**src/hw/rtl/wcp_pkg.sv**
```systemverilog
// Shared types, constants and the harmonic weight table of the co-occurrence pair block.
`default_nettype none
package wcp_pkg;

	// Default configuration of the block
	localparam int MAX_WINDOW_DEF = 32;
	localparam int ID_BITS_DEF    = 20;

	// Register and weight formats
	localparam int WIN_BITS    = 6;
	localparam int WEIGHT_BITS = 17;

	localparam logic [WIN_BITS-1:0]    WIN_RESET = 6'd10;
	localparam logic [WEIGHT_BITS-1:0] Q_ONE     = 17'd65536;
	localparam logic [WEIGHT_BITS-1:0] Q_HALF    = 17'd32768;

	// Request from the sequencer to the pair unit
	typedef struct packed {
		logic                is_self;
		logic [WIN_BITS-1:0] distance;
	} pair_req_t;

	// round(65536 / d), halves rounded up, Q1.16
	function automatic logic [WEIGHT_BITS-1:0] harmonic_q16(input logic [WIN_BITS-1:0] d);
		logic [WEIGHT_BITS-1:0] w;
		unique case (d)
			6'd1:  w = 17'd65536;
			6'd2:  w = 17'd32768;
			6'd3:  w = 17'd21845;
			6'd4:  w = 17'd16384;
			6'd5:  w = 17'd13107;
			6'd6:  w = 17'd10923;
			6'd7:  w = 17'd9362;
			6'd8:  w = 17'd8192;
			6'd9:  w = 17'd7282;
			6'd10: w = 17'd6554;
			6'd11: w = 17'd5958;
			6'd12: w = 17'd5461;
			6'd13: w = 17'd5041;
			6'd14: w = 17'd4681;
			6'd15: w = 17'd4369;
			6'd16: w = 17'd4096;
			6'd17: w = 17'd3855;
			6'd18: w = 17'd3641;
			6'd19: w = 17'd3449;
			6'd20: w = 17'd3277;
			6'd21: w = 17'd3121;
			6'd22: w = 17'd2979;
			6'd23: w = 17'd2849;
			6'd24: w = 17'd2731;
			6'd25: w = 17'd2621;
			6'd26: w = 17'd2521;
			6'd27: w = 17'd2427;
			6'd28: w = 17'd2341;
			6'd29: w = 17'd2260;
			6'd30: w = 17'd2185;
			6'd31: w = 17'd2114;
			6'd32: w = 17'd2048;
			6'd33: w = 17'd1986;
			6'd34: w = 17'd1928;
			6'd35: w = 17'd1872;
			6'd36: w = 17'd1820;
			6'd37: w = 17'd1771;
			6'd38: w = 17'd1725;
			6'd39: w = 17'd1680;
			6'd40: w = 17'd1638;
			6'd41: w = 17'd1598;
			6'd42: w = 17'd1560;
			6'd43: w = 17'd1524;
			6'd44: w = 17'd1489;
			6'd45: w = 17'd1456;
			6'd46: w = 17'd1425;
			6'd47: w = 17'd1394;
			6'd48: w = 17'd1365;
			6'd49: w = 17'd1337;
			6'd50: w = 17'd1311;
			6'd51: w = 17'd1285;
			6'd52: w = 17'd1260;
			6'd53: w = 17'd1237;
			6'd54: w = 17'd1214;
			6'd55: w = 17'd1192;
			6'd56: w = 17'd1170;
			6'd57: w = 17'd1150;
			6'd58: w = 17'd1130;
			6'd59: w = 17'd1111;
			6'd60: w = 17'd1092;
			6'd61: w = 17'd1074;
			6'd62: w = 17'd1057;
			6'd63: w = 17'd1040;
			default: w = '0;
		endcase
		return w;
	endfunction

endpackage
`default_nettype wire

```
**src/hw/rtl/wcp_ram.sv**
```systemverilog
// Generic single-port-write, single-port-read RAM with registered read data.
`default_nettype none
module wcp_ram #(
	parameter int WIDTH = 20,
	parameter int DEPTH = 32,
	localparam int AW = (DEPTH > 1) ? $clog2(DEPTH) : 1
) (
	input  wire logic             clk,
	input  wire logic             we,
	input  wire logic [AW-1:0]    waddr,
	input  wire logic [WIDTH-1:0] wdata,
	input  wire logic             re,
	input  wire logic [AW-1:0]    raddr,
	output logic      [WIDTH-1:0] rdata
);

	logic [WIDTH-1:0] mem_q [DEPTH];
	logic [WIDTH-1:0] rdata_q;

	// write port
	always_ff @(posedge clk) begin
		if (we) begin
			mem_q[waddr] <= wdata;
		end
	end

	// registered read, holds when not enabled
	always_ff @(posedge clk) begin
		if (re) begin
			rdata_q <= mem_q[raddr];
		end
	end

	assign rdata = rdata_q;

endmodule
`default_nettype wire

```
**src/hw/rtl/wcp_pair_unit.sv**
```systemverilog
// Pair unit: orders the two ids, looks up the weights and holds the output beat.
`default_nettype none
module wcp_pair_unit #(
	parameter int ID_BITS = wcp_pkg::ID_BITS_DEF
) (
	input  wire logic                             clk,
	input  wire logic                             arst_n,
	input  wire logic                             load,
	input  wire wcp_pkg::pair_req_t               req,
	input  wire logic [ID_BITS-1:0]               tok_id,
	input  wire logic [ID_BITS-1:0]               other_id,
	output logic                                  free,
	input  wire logic                             out_ready,
	output logic                                  out_valid,
	output logic [ID_BITS-1:0]                    low_id,
	output logic [ID_BITS-1:0]                    high_id,
	output logic                                  is_self,
	output logic [wcp_pkg::WEIGHT_BITS-1:0]       cooc_weight,
	output logic [wcp_pkg::WEIGHT_BITS-1:0]       marginal_weight,
	output logic                                  last
);
	import wcp_pkg::*;

	logic                   valid_q;
	logic [ID_BITS-1:0]     low_q, high_q;
	logic                   self_q;
	logic [WEIGHT_BITS-1:0] cw_q, mw_q;
	logic [ID_BITS-1:0]     partner;
	logic                   tok_lt;
	logic [WEIGHT_BITS-1:0] harm;

	// output slot can take a new beat this cycle
	assign free = !valid_q || out_ready;

	// shared compare and weight lookup
	assign partner = req.is_self ? tok_id : other_id;
	assign tok_lt  = tok_id < partner;
	assign harm    = harmonic_q16(req.distance);

	// output valid
	always_ff @(posedge clk or negedge arst_n) begin
		if (!arst_n) begin
			valid_q <= 1'b0;
		end else if (load) begin
			valid_q <= 1'b1;
		end else if (out_ready) begin
			valid_q <= 1'b0;
		end
	end

	// output payload
	always_ff @(posedge clk) begin
		if (load) begin
			low_q  <= tok_lt ? tok_id : partner;
			high_q <= tok_lt ? partner : tok_id;
			self_q <= req.is_self;
			cw_q   <= req.is_self ? Q_HALF : harm;
			mw_q   <= req.is_self ? Q_ONE : harm;
		end
	end

	assign out_valid       = valid_q;
	assign low_id          = low_q;
	assign high_id         = high_q;
	assign is_self         = self_q;
	assign cooc_weight     = cw_q;
	assign marginal_weight = mw_q;
	assign last            = self_q;

	// a beat is only loaded into a free slot
	a_load_free: assert property (@(posedge clk) disable iff (!arst_n)
		load |-> free) else $error("pair unit loaded while output stalled");

	// a stalled beat is not dropped
	a_hold: assert property (@(posedge clk) disable iff (!arst_n)
		valid_q && !out_ready |=> valid_q) else $error("stalled beat lost");

	// ids leave ordered
	a_order: assert property (@(posedge clk) disable iff (!arst_n)
		valid_q |-> low_q <= high_q) else $error("pair ids out of order");

endmodule
`default_nettype wire

```
**src/hw/rtl/windowed_cooccurrence_pairs_core.sv**
```systemverilog
// Sliding-window co-occurrence pair generator: sequencer, history RAM and pair unit.
//
// Input channel (in_valid/in_ready): one beat is a token (kind 0) or a sentence
// boundary (kind 1). Output channel (out_valid/out_ready): one pair per beat.
// For a token the block emits one pair for each kept token at distance 1 up to
// min(window length, MAX_WINDOW, tokens kept), nearest first, weight round(1/d)
// in Q1.16, then a self pair marked last. A boundary empties the window and
// emits nothing.
// Sequence: a token is accepted in ST_IDLE, then ST_PAIR loads its distance
// pairs and ST_SELF the self pair; in_ready is low until the self pair is
// loaded. A boundary is taken in ST_IDLE. The first pair enters the output
// register once that slot is free. The rate is set by the shared pair unit,
// which loads one pair per cycle into the single output register while it is
// free. When the receiver stalls, the sequencer holds and the output beat stays put.
// cfg_we/cfg_wdata write the window length; write only while idle.
// Reset clears the window, the fill count and sets the window length to 10.
`default_nettype none
module windowed_cooccurrence_pairs_core #(
	parameter int MAX_WINDOW = wcp_pkg::MAX_WINDOW_DEF,
	parameter int ID_BITS    = wcp_pkg::ID_BITS_DEF
) (
	input  wire logic                           clk,
	input  wire logic                           arst_n,
	input  wire logic                           cfg_we,
	input  wire logic [wcp_pkg::WIN_BITS-1:0]   cfg_wdata,
	input  wire logic                           in_valid,
	output logic                                in_ready,
	input  wire logic                           kind,
	input  wire logic [ID_BITS-1:0]             token_id,
	output logic                                out_valid,
	input  wire logic                           out_ready,
	output logic [ID_BITS-1:0]                  low_id,
	output logic [ID_BITS-1:0]                  high_id,
	output logic                                is_self,
	output logic [wcp_pkg::WEIGHT_BITS-1:0]     cooc_weight,
	output logic [wcp_pkg::WEIGHT_BITS-1:0]     marginal_weight,
	output logic                                last
);
	import wcp_pkg::*;

	localparam int AW = (MAX_WINDOW > 1) ? $clog2(MAX_WINDOW) : 1;
	localparam int CW = $clog2(MAX_WINDOW + 1);
	localparam logic [AW-1:0]       AddrLast = AW'(MAX_WINDOW - 1);
	localparam logic [CW-1:0]       FillMax  = CW'(MAX_WINDOW);
	localparam logic [WIN_BITS-1:0] MaxWin   = WIN_BITS'(MAX_WINDOW);

	typedef enum logic [2:0] {
		ST_IDLE = 3'b001,
		ST_PAIR = 3'b010,
		ST_SELF = 3'b100
	} state_t;

	state_t              state_q;
	logic [WIN_BITS-1:0] win_q;
	logic [CW-1:0]       fill_q;
	logic [AW-1:0]       head_q;
	logic [AW-1:0]       addr_q;
	logic [CW-1:0]       dist_q;
	logic [CW-1:0]       span_q;
	logic [ID_BITS-1:0]  tok_q;

	logic                accept;
	logic [WIN_BITS-1:0] span_a, span_b;
	logic [CW-1:0]       span_in;
	logic [AW-1:0]       addr_dec, head_inc;
	logic                ram_re, ram_we;
	logic [AW-1:0]       ram_raddr;
	logic [ID_BITS-1:0]  ram_rdata;
	logic                pu_free, pu_load;
	pair_req_t           pu_req;

	assign in_ready = (state_q == ST_IDLE);
	assign accept   = in_valid && in_ready;

	// window register
	always_ff @(posedge clk or negedge arst_n) begin
		if (!arst_n) begin
			win_q <= WIN_RESET;
		end else if (cfg_we) begin
			win_q <= cfg_wdata;
		end
	end

	// span = min(window, store depth, kept tokens)
	assign span_a  = (win_q > MaxWin) ? MaxWin : win_q;
	assign span_b  = (span_a > WIN_BITS'(fill_q)) ? WIN_BITS'(fill_q) : span_a;
	assign span_in = span_b[CW-1:0];

	// circular pointer steps
	assign addr_dec = (addr_q == '0) ? AddrLast : addr_q - AW'(1);
	assign head_inc = (head_q == AddrLast) ? '0 : head_q + AW'(1);

	// pair unit requests
	assign pu_req.is_self  = (state_q == ST_SELF);
	assign pu_req.distance = WIN_BITS'(dist_q);
	assign pu_load         = pu_free && ((state_q == ST_PAIR) || (state_q == ST_SELF));

	// history reads: nearest entry on accept, then one step back per pair
	assign ram_re    = (accept && !kind && (span_in != '0))
	                 || ((state_q == ST_PAIR) && pu_load && (dist_q != span_q));
	assign ram_raddr = (state_q == ST_IDLE) ? head_q : addr_dec;
	assign ram_we    = (state_q == ST_SELF) && pu_load;

	// sequencer
	always_ff @(posedge clk or negedge arst_n) begin
		if (!arst_n) begin
			state_q <= ST_IDLE;
			fill_q  <= '0;
			head_q  <= '0;
			addr_q  <= '0;
			dist_q  <= '0;
			span_q  <= '0;
		end else begin
			unique case (state_q)
				ST_IDLE: begin
					if (accept) begin
						if (kind) begin
							fill_q <= '0;
						end else begin
							span_q  <= span_in;
							dist_q  <= CW'(1);
							addr_q  <= head_q;
							state_q <= (span_in != '0) ? ST_PAIR : ST_SELF;
						end
					end
				end
				ST_PAIR: begin
					if (pu_load) begin
						if (dist_q == span_q) begin
							state_q <= ST_SELF;
						end else begin
							dist_q <= dist_q + CW'(1);
							addr_q <= addr_dec;
						end
					end
				end
				ST_SELF: begin
					if (pu_load) begin
						head_q  <= head_inc;
						if (fill_q != FillMax) begin
							fill_q <= fill_q + CW'(1);
						end
						state_q <= ST_IDLE;
					end
				end
				default: state_q <= ST_IDLE;
			endcase
		end
	end

	// token held for the whole item
	always_ff @(posedge clk) begin
		if (accept) begin
			tok_q <= token_id;
		end
	end

	wcp_ram #(
		.WIDTH(ID_BITS),
		.DEPTH(MAX_WINDOW)
	) u_hist (
		.clk  (clk),
		.we   (ram_we),
		.waddr(head_inc),
		.wdata(tok_q),
		.re   (ram_re),
		.raddr(ram_raddr),
		.rdata(ram_rdata)
	);

	wcp_pair_unit #(
		.ID_BITS(ID_BITS)
	) u_pair (
		.clk            (clk),
		.arst_n         (arst_n),
		.load           (pu_load),
		.req            (pu_req),
		.tok_id         (tok_q),
		.other_id       (ram_rdata),
		.free           (pu_free),
		.out_ready      (out_ready),
		.out_valid      (out_valid),
		.low_id         (low_id),
		.high_id        (high_id),
		.is_self        (is_self),
		.cooc_weight    (cooc_weight),
		.marginal_weight(marginal_weight),
		.last           (last)
	);

	// fill count never passes the store depth
	a_fill: assert property (@(posedge clk) disable iff (!arst_n)
		fill_q <= FillMax) else $error("fill count beyond store depth");

	// distance stays within the span while pairing
	a_dist: assert property (@(posedge clk) disable iff (!arst_n)
		(state_q == ST_PAIR) |-> (dist_q >= CW'(1)) && (dist_q <= span_q))
		else $error("distance outside span");

	// the history is written only when the self pair goes out
	a_wr: assert property (@(posedge clk) disable iff (!arst_n)
		ram_we |=> (state_q == ST_IDLE)) else $error("history write out of sequence");

	// span never exceeds the tokens kept
	a_span: assert property (@(posedge clk) disable iff (!arst_n)
		(state_q == ST_PAIR) |-> (span_q <= fill_q)) else $error("span beyond fill");

endmodule
`default_nettype wire
```
**config.mk**
```make
export PLATFORM = sky130hd
export DESIGN_NAME = windowed_cooccurrence_pairs_core
export DESIGN_NICKNAME = d
export VERILOG_FILES = /design/src/hw/rtl/wcp_pkg.sv /design/src/hw/rtl/wcp_ram.sv /design/src/hw/rtl/wcp_pair_unit.sv /design/src/hw/rtl/windowed_cooccurrence_pairs_core.sv
export SDC_FILE = /design/constraint.sdc
export NUM_CORES = 1
export LEC_CHECK = 0
export BUFFER_PORTS_ARGS = -buffer_cell sky130_fd_sc_hd__buf_4
export CAP_MARGIN = 25
export CELL_PAD_IN_SITES_DETAIL_PLACEMENT = 1
export CELL_PAD_IN_SITES_GLOBAL_PLACEMENT = 1
export CORE_MARGIN = 2
export CORE_UTILIZATION = 25
export CTS_BUF_LIST = sky130_fd_sc_hd__clkbuf_2
export DETAILED_ROUTE_END_ITERATION = 16
export PLACE_DENSITY = 0.43
export SYNTH_ARGS = -nofsm -noshare
export SYNTH_HDL_FRONTEND = slang
export SYNTH_SLANG_ARGS = --single-unit
```
**constraint.sdc**
```tcl
create_clock -name clk -period 8.5 [get_ports clk]
set_input_delay 1.7 -clock clk [delete_from_list [all_inputs] [get_ports clk]]
set_output_delay 1.7 -clock clk [all_outputs]
set_load 0.05 [all_outputs]
```
======== Word-level counts from Yosys, hierarchy flattened ========
Memory sizes are Yosys's and may differ from the RTL's. A register that Yosys moved wholly into a read port is not among the register bits.
Index checks and enable logic that the tools add are counted.
cells by class
  $add $sub $neg .......................... 4
  order comparisons ....................... 3
  eq/ne operators ......................... 15
  multiplexer cells ....................... 34
  bitwise gates (word level) .............. 1
  reductions and logical operators ........ 22
operator list
  cell                 count
  $mux 20              3
  $mux 6               10
  $mux 5               7
  $pmux 6 s2           2
  $lt 20x20->1         1
  $mux 3               6
  $reduce_and 5->1     3
  $add 6x1->6 const B  2
  $ne 2x2->1 const B   5
  $pmux 5 s2           1
  $pmux 3 s3           1
  $logic_and 1x1->1    7
  $eq 6x6->1           1
  $gt 6x6->1           1
  $gt 6x6->1 const B   1
  $ne 2x1->1 const B   3
  $ne 6x6->1           1
  $ne 6x6->1 const B   1
  $reduce_bool 2->1    3
  $reduce_bool 6->1    1
  $add 5x1->5 const B  1
  $eq 5x5->1 const B   1
  $logic_not 5->1      1
  $sub 5x1->5 const B  1
  other kinds (9)      15
storage, ports and cells
  bits in registers ....................... 133
  bits in writable memories ............... 640
  bits in read-only memories .............. 1088
  input bits .............................. 32
  output and inout bits ................... 78
  logic and storage cells ................. 95
  memories ................................ 2
memories
  name              words  width  read ports  clocked after memory_dff  write ports  RTL line       text
  (name not given)  64     17     1           0                         0            wcp_pkg.sv:26  unique case (d)
  u_hist.mem_q      32     20     1           1                         1            wcp_ram.sv:17  logic [WIDTH-1:0] mem_q [DEPTH];

======== Logic depth before layout (Yosys ltp) ========
  depth in word-level cells ............... 9
  gate-level depth with buffers ........... 18
  mapped depth without buffers ............ 14

======== Hierarchy ========
A second synthesis with hierarchy kept.
second synthesis, totals
  cells, all modules ...................... 2094
  area, all modules ....................... 33114.3 um2
by module, submodules not included
  module                            instances  cells an instance  area each (um2)  seq. area each (um2)
  wcp_ram                           1          1414               25753.4          19819.0
  wcp_pair_unit                     1          423                4514.3           1826.8
  windowed_cooccurrence_pairs_core  1          257                2846.5           1530.2

======== Worst setup path after synthesis ========
OpenSTA, ideal clock, no wires.
  kind .................................... in2reg
  from .................................... input out_ready
  to ...................................... register u_pair.cw_q[15], in the netlist u_pair.cooc_weight[15], enable pin
  library setup time ...................... 498 ps
  arrival ................................. 4715 ps
  data required time ...................... 8002 ps
  slack ................................... 3287 ps
  stages on the path ...................... 2
  buffers on the path ..................... 0
  path through ............................ nor2b_1 a21oi_1
on the way
  longest elaborated chain between the ends .. 2
RTL lines
  element               RTL line                                text
  from (decl)           windowed_cooccurrence_pairs_core.sv:31  input wire logic out_ready,
  $logic_or 1x1->1      wcp_pair_unit.sv:33                     assign free = !valid_q || out_ready;
  $logic_and 1x1->1     windowed_cooccurrence_pairs_core.sv:96  assign pu_load = pu_free && ((state_q == ST_PAIR) || (state_q == ST_SELF));
  named net pu_load     windowed_cooccurrence_pairs_core.sv:69  logic pu_free, pu_load;
  to (signal assigned)  wcp_pair_unit.sv:57                     cw_q <= req.is_self ? Q_HALF : harm;
  to (decl)             wcp_pair_unit.sv:27                     logic [WEIGHT_BITS-1:0] cw_q, mw_q;
The timed path passes the listed nets, and every way through them passes these cells.
A chain may end at the register's enable or synchronous reset.

======== Worst setup path after layout ========
  from .................................... register state_q[0]
  to ...................................... output in_ready
on the way
  longest elaborated chain between the ends .. 1
RTL lines
  element                 RTL line                                 text
  from (decl)             windowed_cooccurrence_pairs_core.sv:53   state_t state_q;
  from (signal assigned)  windowed_cooccurrence_pairs_core.sv:123  state_q <= (span_in != '0) ? ST_PAIR : ST_SELF;
  $eq 3x1->1              windowed_cooccurrence_pairs_core.sv:72   assign in_ready = (state_q == ST_IDLE);
  to (decl)               windowed_cooccurrence_pairs_core.sv:27   output logic in_ready,
Every way passes these cells.

==> impl_results.md <==
* Clock slew at reported path FFs at 0.12 ns
* Clk Latency, worst-skew pair at 1.63 ns
* Final-report max-slew violation count at 0
* I/O pin count at 110
* Static Leakage at 13.88 nW
* Reg2Reg Depth at 7
* Number of antenna violations at the first check in global routing at 7
* Relative area change from synthesis to final layout at 15.03%
* Number of buffer cells added on primary ports at 109
* Sequential fraction of the synthesis area at 0.6790
* Remaining antenna violation count at 0
* Nature of the critical path endpoint: output pin
* Ranking of synthesized cells by instance count: edfxtp_1 (740), nand2_1 (502), nand3_1 (128)
* Floorplan die height at 373.5 um
* Maximum number of pins on one net before global-route repair at 122
* Top_reg_cell synth: edfxtp_1
* Highest clock frequency the design can meet at 0.1952 GHz
* Number of optimization iterations in the first detailed-route pass at 5
* Area share of xor/xnor cells in the synthesized design at 0.004106
* Asr flop ratio synth at 0.04884
* Arrival time at the worst endpoint at 3.42 ns
* Net count after synthesis at 2,573
* Power per cell area at 348.6 mW/mm^2
* Placement Rows at 135
* Width of the chip at 373.5 um
* Final sum of negative setup slack at 0 ns
* Startpoint type of the worst setup path: flip-flop
* Detailed placer's ending HPWL at 70,120 um
* Number of unique standard cell types used by synthesis at 78
* Slowest CP cell: or3b_1
* Unrepaired setup endpoints after global routing: false
* Post-route fraction of the period consumed by the critical path at 0.6027
* Simple-gate portion of the synthesized area at 0.1172
* Root Buffer: clkbuf_2
* Endpoint of the worst hold-timing path: tok_q[1]$_DFFE_PP_
* Setup skew after layout at 0.1026 ns
* Initial DRC count at 1,656
* Dominant cell by count in the synthesized netlist: edfxtp_1
* DRC errors left at 0
* Worst Tran Pin Value at 1.105 ns
* Initial Utilization at 0.2520
* Core region area at 0.1355 sq mm
* Startpoint of the most critical hold path: token_id[1]
* Peak supply drop at 0.0004071 V
* Total number of nets in the final design at 2,812
* Fraction of final layout cells sized beyond drive strength 1 at 0.2566
* Shortest clock period the worst path allows after layout at 5.123 ns
* Count of vias placed by the detailed router at 22,117
* Slew headroom at 0.2632
* Setup slack of the most critical reg-to-reg path at 4.21 ns
* Pre-CTS setup slack at 4.138 ns
* Critical path class: flip-flop to output pin
* Area contributors post-synth: edfxtp_1 (65%), nand2_1 (5.5%), mux2_2 (2.8%), mux4_2 (2.7%), dfrtp_1 (2.6%)
* Share of Yosys cell area claimed by the top area cell type at 0.6511
* Clock Path Buffers at 3
* Compound-gate portion of the synthesized area at 0.07240
* Outcome: complete, no violations
* Count of synthesis-stage warnings from yosys at 0
* Max stage delay on crit path at 0.69 ns
* Post-Syn Area per Cell at 13.67 sq um
* Worst setup margin at 3.377 ns
* Number of max-capacitance violations reported at 0
* TritonCTS clock tree: yes
* Count of mapped cells out of synthesis at 2,496
* H-tree depth at 4
* Required time worst endpoint at 6.80 ns
* Final Util at 0.2898
* Die Outline Area at 0.1395 sq mm
* Post-Synth Adder-Cell Area at 0.01650
* Critical Path Fanout Max at 13
* Global routing usage summed across all routing layers at 0.1665
* Final setup violation count at 0
* Post-CTS repair timing setup buffer count at 0
* WL per Instance at 24.94 um
* First-pass GRT wire length at 168,100 um
* Number of hold violations in the final report at 0
* Number of cells traversed by the worst hold path at 1
* Worst min-delay path category: primary input to flip-flop
* Critical Path, Cell by Cell: or3b_1 > inv_2 > buf_4
* Detailed-route vias per instance at 4.717
* Portion of netlist area occupied by mux cells at 0.08035
* Synth area leader: edfxtp_1
* Register bit count reported by yosys at 778
* Gp weighted congestion at 0.8150
* Reg2reg end: u_hist.rdata[19]$_DFFE_PP_
* Startpoint of the lowest-slack register-to-register path: state_q[0]$_DFFE_PN1P_
* Post-synth design cell area at 0.03413 sq mm
* Number of flops mapped to enable cells by yosys at 740
* Largest family of logic cells by synthesized area: simple AND/OR/NAND/NOR gates
* Number of global-route vias before repair at 23,319
* Total wire length after detailed routing at 116,900 um
* Clk sinks at 778
* Congestion Overflow GR at 0
* TritonCTS buffer count at 212
final cells by class:
type	instances	area, sq um
fillers	14699	96210
flip-flops and latches	778	23180
multi-input cells	1505	10160
well taps	1781	2228
repair buffers	197	1569
clock buffers	308	1541
clock inverters	74	422.9
inverters	41	153.9
diodes	5	12.51
per-layer routing:
metal / part of all wire / GRT usage
met4: 0.020 / 0.04896
met1: 0.46 / 0.2272
met5: 0 / 0
met3: 0.043 / 0.02849
met2: 0.47 / 0.2705
cells by family after synthesis:
| family | Yosys count |
|---|---|
| compound gates | 348 |
| xor+xnor | 16 |
| fa+ha+maj | 45 |
| buf+inv | 213 |
| flops | 778 |
| mux | 209 |
| simple gates | 887 |
worst max path at each step:
stage                           startpoint                                    to  slack (ns)  depth (start not counted)
floorplan                        out_ready  u_pair.cooc_weight[15]$_SDFFCE_PP1P_        3.29                          2
global placement    state_q[0]$_DFFE_PN1P_            u_hist.rdata[14]$_DFFE_PP_        3.99                          7
detailed placement  state_q[0]$_DFFE_PN1P_            u_hist.rdata[19]$_DFFE_PP_        4.14                          7
CTS                 state_q[0]$_DFFE_PN1P_                              in_ready        3.09                          3
global route        state_q[0]$_DFFE_PN1P_                              in_ready        3.12                          3
finish              state_q[0]$_DFFE_PN1P_                              in_ready        3.38                          3
critical path: cells and delay by family, from the launching register on:
kind,cells,cell delay (ns)
simple gates,1,0.69
flops,1,0.59
buf+inv,2,0.59
power breakdown:
group	internal (mW)	leakage, nW	total (mW)	switching (mW)
Sequential	4.63	7.16	4.77	0.136
Combinational	2.00	5.25	6.14	4.14
Clock	1.10	1.47	2.77	1.67
per-stage QoR:
stage | instance area [sq um] | std cells | power [mW] | hold WS, ns
global placement | 37200 | 4293 | 11.05 | 0.5163
CTS | 39220 | 4683 | 13.95 | 0.03365
finish | 39260 | 4689 | 13.69 | 0.3179
floorplan | 34130 | 2496 | 8.743 | 0.4883
global route | 39250 | 4685 | 14.52 | 0.1453
detailed placement | 37250 | 4300 | 11.11 | 0.5336
flip-flops by register name, indices dropped and copies added (netlist names):
register,flops
dist_q,6
win_q,6
u_pair.out_valid,1
tok_q,20
state_q,3
head_q,5
addr_q,5
fill_q,6
u_pair.marginal_weight,17
u_pair.low_id,20
u_hist.rdata,20
u_pair.high_id,20
u_hist.mem_q,640
u_pair.cooc_weight,2
u_pair.is_self,1
span_q,6
cell usage in the layout (no fill, tap or decap), types with 37 or more instances in the layout:
cell	count
edfxtp_1	740
nand2_1	502
clkbuf_2	308
buf_4	186
nand3_1	128
nor2_1	88
mux2_2	86
mux2i_1	79
a21oi_1	59
clkinv_1	53
o21ai_0	53
a211oi_1	49
and3_1	49
ha_1	45
mux4_2	41
inv_1	37
timing repair:
item,CTS,global route
gates resized for setup,0,0
endpoints found under the hold margin,35,0
hold buffers,1,0
(Power assumes the default switching activity.)
